### src/rtl/ipst_pkg.sv
// ----------------------------------------------------------------------------
// ipst_pkg
// Types and constants shared by the sorted IPv4 prefix table.
// ----------------------------------------------------------------------------
package ipst_pkg;

    localparam int TABLE_DEPTH = 1024;
    localparam int IDX_W       = $clog2(TABLE_DEPTH);
    localparam int CNT_W       = $clog2(TABLE_DEPTH + 1);
    localparam int ADDR_W      = IDX_W + 1;
    localparam int ENTRY_W     = 32 + 8 + 6;

    typedef enum logic [1:0]
    {
        KIND_BEGIN  = 2'd0,
        KIND_INSERT = 2'd1,
        KIND_COMMIT = 2'd2,
        KIND_LOOKUP = 2'd3
    } kind_t;

    typedef enum logic [1:0]
    {
        ST_DONE = 2'd0,
        ST_DUP  = 2'd1,
        ST_FULL = 2'd2
    } status_t;

    typedef enum logic [3:0]
    {
        S_IDLE,
        S_SRCH_RD,
        S_SRCH_WT,
        S_SRCH_CMP,
        S_SHIFT_RD,
        S_SHIFT_WT,
        S_SHIFT_WR,
        S_PUT,
        S_LK_RD,
        S_LK_WT,
        S_LK_CMP,
        S_OUT
    } state_t;

    typedef struct packed
    {
        logic load_item;
        logic srch_init;
        logic srch_rd;
        logic srch_step;
        logic shift_rd;
        logic shift_wr;
        logic put;
        logic lk_rd;
        logic lk_eval;
        logic set_begin;
        logic set_commit;
        logic set_status;
        logic publish;
        status_t status;
    } ipst_cmd_t;

    typedef struct packed
    {
        kind_t kind;
        logic  srch_done;
        logic  found_dup;
        logic  full;
        logic  shift_done;
        logic  lk_skip;
    } ipst_stat_t;

endpackage

### src/rtl/ipst_ctrl.sv
// ----------------------------------------------------------------------------
// ipst_ctrl
// Sequencer for load, insert with shift, commit and binary-search lookup.
// ----------------------------------------------------------------------------
module ipst_ctrl (
    input  logic                 clk,
    input  logic                 rst_n,
    input  logic                 in_fire,
    input  logic                 out_fire,
    input  ipst_pkg::ipst_stat_t stat,
    output ipst_pkg::ipst_cmd_t  cmd,
    output logic                 busy,
    output logic                 out_valid
);
    import ipst_pkg::*;

    state_t state_reg, state_next;
    logic   oval_reg, oval_next;
    logic   busy_reg, busy_next;
    logic   pend_reg, pend_next;

    always_ff @(posedge clk or negedge rst_n)
    begin
        if (!rst_n)
        begin
            state_reg <= S_IDLE;
            oval_reg  <= 1'b0;
            busy_reg  <= 1'b0;
            pend_reg  <= 1'b0;
        end
        else
        begin
            state_reg <= state_next;
            oval_reg  <= oval_next;
            busy_reg  <= busy_next;
            pend_reg  <= pend_next;
        end
    end

    always_comb
    begin
        state_next = state_reg;
        cmd        = '0;
        cmd.status = ST_DONE;
        oval_next  = oval_reg && !out_fire;
        busy_next  = busy_reg;
        pend_next  = 1'b0;
        case (state_reg)
            S_IDLE:
            begin
                if (in_fire)
                begin
                    cmd.load_item = 1'b1;
                    busy_next     = 1'b1;
                    pend_next     = 1'b1;
                end
                if (pend_reg)
                begin
                    case (stat.kind)
                        KIND_BEGIN:
                        begin
                            cmd.set_begin  = 1'b1;
                            cmd.set_status = 1'b1;
                            state_next     = S_OUT;
                        end
                        KIND_COMMIT:
                        begin
                            cmd.set_commit = 1'b1;
                            cmd.set_status = 1'b1;
                            state_next     = S_OUT;
                        end
                        KIND_INSERT:
                        begin
                            cmd.srch_init = 1'b1;
                            state_next    = S_SRCH_RD;
                        end
                        default:
                        begin
                            cmd.srch_init = 1'b1;
                            state_next    = S_SRCH_RD;
                        end
                    endcase
                end
            end
            S_SRCH_RD:
            begin
                if (stat.srch_done)
                begin
                    if (stat.kind == KIND_LOOKUP)
                    begin
                        state_next = S_LK_RD;
                    end
                    else
                    begin
                        state_next = S_LK_RD;
                    end
                end
                else
                begin
                    cmd.srch_rd = 1'b1;
                    state_next  = S_SRCH_WT;
                end
            end
            S_SRCH_WT:
            begin
                state_next = S_SRCH_CMP;
            end
            S_SRCH_CMP:
            begin
                cmd.srch_step = 1'b1;
                state_next    = S_SRCH_RD;
            end
            S_LK_RD:
            begin
                cmd.lk_rd  = 1'b1;
                state_next = S_LK_WT;
            end
            S_LK_WT:
            begin
                state_next = S_LK_CMP;
            end
            S_LK_CMP:
            begin
                if (stat.kind == KIND_LOOKUP)
                begin
                    if (stat.lk_skip)
                    begin
                        cmd.set_status = 1'b1;
                    end
                    else
                    begin
                        cmd.lk_eval = 1'b1;
                    end
                    state_next = S_OUT;
                end
                else if (stat.found_dup)
                begin
                    cmd.set_status = 1'b1;
                    cmd.status     = ST_DUP;
                    state_next     = S_OUT;
                end
                else if (stat.full)
                begin
                    cmd.set_status = 1'b1;
                    cmd.status     = ST_FULL;
                    state_next     = S_OUT;
                end
                else
                begin
                    state_next = S_SHIFT_RD;
                end
            end
            S_SHIFT_RD:
            begin
                if (stat.shift_done)
                begin
                    state_next = S_PUT;
                end
                else
                begin
                    cmd.shift_rd = 1'b1;
                    state_next   = S_SHIFT_WT;
                end
            end
            S_SHIFT_WT:
            begin
                state_next = S_SHIFT_WR;
            end
            S_SHIFT_WR:
            begin
                cmd.shift_wr = 1'b1;
                state_next   = S_SHIFT_RD;
            end
            S_PUT:
            begin
                cmd.put        = 1'b1;
                cmd.set_status = 1'b1;
                state_next     = S_OUT;
            end
            S_OUT:
            begin
                if (!oval_reg || out_fire)
                begin
                    cmd.publish = 1'b1;
                    oval_next   = 1'b1;
                    busy_next   = 1'b0;
                    state_next  = S_IDLE;
                end
            end
            default:
            begin
                state_next = S_IDLE;
            end
        endcase
    end

    assign busy      = busy_reg;
    assign out_valid = oval_reg;

`ifndef SYNTHESIS
    a_one_item: assert property (@(posedge clk) disable iff (!rst_n)
        in_fire |-> state_reg == S_IDLE && !pend_reg)
        else $error("item accepted while busy");
    a_put_once: assert property (@(posedge clk) disable iff (!rst_n)
        cmd.put |=> !cmd.put)
        else $error("double insert write");
    a_out_hold: assert property (@(posedge clk) disable iff (!rst_n)
        oval_reg && !out_fire |=> oval_reg)
        else $error("result dropped");
`endif
endmodule

### config.mk
export PLATFORM = sky130hd
export DESIGN_NAME = ipst_ctrl
export DESIGN_NICKNAME = d
export VERILOG_FILES = /design/src/rtl/ipst_pkg.sv /design/src/rtl/ipst_ctrl.sv
export SDC_FILE = /design/constraint.sdc
export NUM_CORES = 1
export LEC_CHECK = 0
export CORE_UTILIZATION = 40
export CTS_BUF_LIST = sky130_fd_sc_hd__clkbuf_8
export DETAILED_ROUTE_END_ITERATION = 12
export DONT_BUFFER_PORTS = 1
export PLACE_DENSITY = 0.57
export RECOVER_POWER = 25
export SYNTH_ARGS = -nofsm -noshare
export SYNTH_HDL_FRONTEND = slang
export SYNTH_SLANG_ARGS = --single-unit
### constraint.sdc
create_clock -name clk -period 3.2 [get_ports clk]
set_clock_uncertainty 0.1 [all_clocks]
set_input_delay 0.16 -clock clk [delete_from_list [all_inputs] [get_ports clk]]
set_output_delay 0.16 -clock clk [all_outputs]
set_load 0.02 [all_outputs]
# Word level (Yosys, flattened, before mapping)
# Cells that the tools add are included.
# totals
register_bits	7
word_cells	76
out_inout_bits	17
inputBits	11
# op_classes
eq_ne	16
mux	46
reduce_logical	10
# ops
cell	n
$pmux W4 S12	1
$mux W1	28
$mux W4	7
$eq A4 B3 Y1 const B	4
$eq A4 B4 Y1 const B	4
$mux W2	7
$eq A4 B2 Y1 const B	2
$ne A2 B2 Y1 const B	3
$eq A2 B2 Y1 const B	2
$eq A4 B1 Y1 const B	1
$logic_not A4 Y1	1
$mux W3	1
$pmux W1 S3	1
$reduce_and A3 Y1	1
$logic_not A1 Y1	2
$logic_not A2 Y1	1
$pmux W1 S2	1
$reduce_and A2 Y1	1
$reduce_bool A2 Y1	1
$reduce_or A2 Y1	1
$logic_and A1 B1 Y1	1
$logic_or A1 B1 Y1	1

# Depth between registers and ports, before layout
# logic_depth
ltp_word	5
depth_mapped	5
ltp_nobuf	4

# Least setup slack after synthesis
# OpenSTA, ideal clock, no wires.
# synth_path
kind	reg2out
start	register state_reg[3]
end	output port cmd[5] (netlist name)
arrival_ps	1459
required_time_ps	2940
stages_incl_launch_ff	5
n_path_buf	1
setup_slack_ps	1481
cell_sequence	dfrtp_1 -> buf_4 -> nor4_2 -> nand2_1 -> nor3_1
# synth_rtl
element	line_no	source
start, declared	ipst_ctrl.sv:17	state_t state_reg, state_next;
start signal, assigned	ipst_ctrl.sv:33	state_reg <= state_next;
end, declared	ipst_ctrl.sv:11	output ipst_pkg::ipst_cmd_t cmd,

==> flow_summary_export.csv <==
group,metric,value,unit
cells_and_area,diodes,0,
worst_setup_path,arrival,1940,ps
worst_setup_path,start_kind,"register",
cells_and_area,area.sequential,175.2,um2
timing,worst_pin_slew,898.2,ps
timing,finalHoldViolCount,0,
cts,clock-sinks,7,
logic_synthesis,synth_area,626.9,um2
floorplanning,die_w,41.59,um
cts,clk_pin_slew,40,ps
routing,wl_per_cell,15.33,um
pwr,ir_drop,0.4463,mV
logic_synthesis,syn_inst,76,
routing,wl,1380,um
cells_and_area,multi_input_area,399.1,um2
timing,setup_viol,0,
cts,htree_levels,1,
placed_design,port_buffers,0,
cells_and_area,fin_util,47.69,%
global_routing,gr-usage-all-layers,17.23,%
worst_setup_path,cp_max_fo,18,
floorplanning,design.core.area,0.001383,mm2
worst_setup_path,r2r_end,"state_reg[3]",
min_path,holdPathStages,2,
routing,first_iter_violations,7,
floorplanning,io-pin-count,28,
floorplanning,start_util,45.34,%
worst_setup_path,rrSetupSlack,1520,ps
worst_setup_path,reg2regPathDepth,4,
routing,via_count,543,
cts,cts_tree,"yes",
logic_synthesis,synth-edff-count,0,
global_routing,overflow,0,
global_routing,grt_max_degree,19,
cells_and_area,largest_reg_flops,4,
cells_and_area,final_area,659.4,um2
timing,slew_headroom,39.57,%
timing,maxSlewViolCount,0,
logic_synthesis,ys.flop_type,"dfrtp_1",
job,maxCapViolCount,0,
routing,vias_per_cell,6.033,
logic_synthesis,async_reset_ff_share,100.0,%
min_path,hp-start,"out_fire",
logic_synthesis,avgSynthCellArea,8.248,um2
cells_and_area,layout.nets,87,
routing,firstDrtPassIters,4,
global_routing,grt_pass1_vias,499,
timing,min_period,2204,ps
timing,fin_tns_setup,0,ps
logic_synthesis,syn-num-nets,87,
logic_synthesis,ys_ff_latch,7,
timing,max_freq,453.7,MHz
global_routing,antenna_found_initial,0,
cells_and_area,syn2layout_area_growth,5.190,%
logic_synthesis,ys_seq_area_share,27.94,%
timing,hold_ws,27.24,ps
min_path,hp-class,"input pin to register",
placed_design,gp_congestion,0.7616,
cells_and_area,final_cell_mix,"8 x nand2_1, 7 x nor2_1, 7 x dfrtp_1",
status,outcome,"finished, final reports clean",
pwr,p_per_area,924.3,mW/mm2
min_path,min_to,"out_valid",
logic_synthesis,yosysUniqueCellTypes,35,
routing,ant_nets,0,
cts,cts.root.buffer_cell,"clkbuf_8",
cells_and_area,drive_gt1_share,16.00,%
global_routing,grt_pass1_wl,2304,um
cts,clk_path_buf_depth,2,
worst_setup_path,endpoint_kind,"output port",
worst_setup_path,required,2940,ps
placed_design,postPlaceCellArea,604.3,um2
floorplanning,die_h,41.59,um
placed_design,place_hpwl,1043,um
pwr,p_leak,0.2838,nW
timing,period_share,68.89,%
floorplanning,num_rows,13,
timing,rsz0062_at_grt,"no",
cells_and_area,final_common_cell,"nand2_1",
cts,clock_latency,220,ps
floorplanning,die-area,0.001729,mm2
worst_setup_path,r2r-start,"state_reg[0]",
cells_and_area,fillerInstances,139,
logic_synthesis,ys.warnings.count,0,
worst_setup_path,criticalPathCategory,"register to output port",
cts,cts_buffers,3,
routing,drc,0,
==> metal layers <==
metal  GRT usage, %  share of wire (%)  vias up
met1          23.37                 46      248
li1               -                  -      271
met2          24.69                 46       24
met3          9.565                8.0        0
met4          1.935                  0        0
met5              0                  0        -
==> power breakdown <==
group	internal, mW	switching (mW)
sequential	0.122	0.106
combinational	0.113	0.151
clock	0.0826	0.0353
==> worst max-delay path by stage <==
stage                       from     end  cells past startpoint
floorplan           state_reg[3]  cmd[5]                      4
finish              state_reg[0]  cmd[6]                      2
CTS                 state_reg[0]  cmd[6]                      2
detailed placement  state_reg[0]  cmd[6]                      2
global route        state_reg[0]  cmd[6]                      2
global placement    state_reg[0]  cmd[6]                      2
==> logic make-up (layout without fill, tap and decap cells) <==
| logic type | Yosys count | in the layout | synth area share, % |
|---|---|---|---|
| buffers and inverters | 9 | 8 | 8.382 |
| AO/OA/AOI/OAI | 18 | 18 | 22.16 |
| AND/OR/NAND/NOR | 42 | 42 | 41.52 |
| flip-flops | 7 | 7 | 27.94 |
==> cell usage after synthesis, types with 2 or more instances <==
master	number	area, um2
o21ai_0	2	10.01
and3_1	2	12.51
buf_4	2	15.01
nand2b_1	4	25.02
inv_1	3	11.26
dfrtp_1	7	175.2
buf_2	3	15.01
nor2b_1	3	18.77
nor4_1	2	12.51
nand2_1	8	30.03
a21oi_1	3	15.01
nor2_1	7	26.28
o2bb2ai_1	2	17.52
o21ai_1	2	10.01
nor3_1	6	30.03
==> timing repair <==
action / CTS / global route
setup buffers: 0 / 0
hold endpoints to repair: 7 / 0
gates resized for setup: 0 / 0
setup endpoints to repair: 0 / 0
hold buffers: 1 / 0
==> final cells by class <==
cell class              count  area share (%)
clock buffers               3           6.262
clock inverters             1          0.5693
inverters                   3           1.708
multi-input cells          60           60.53
flip-flops and latches      7           26.57
well taps                  15           2.846
repair buffers              1           1.518
==> worst max-delay path: stages, from the launching register on <==
cell and delay [ps]:
dfrtp_1 580, nand2b_1 360, nor4_1 790
==> per-stage QoR <==
step,worst slack [ps],power (mW),instances
after floorplan,1481,0.4739,76
after global placement,1258,0.4853,85
after detailed placement,1236,0.4901,85
after CTS,997.0,0.6120,90
after global routing,899.0,0.6672,90
final,995.7,0.6094,90
No activity file was read; power rests on OpenSTA's default activity.
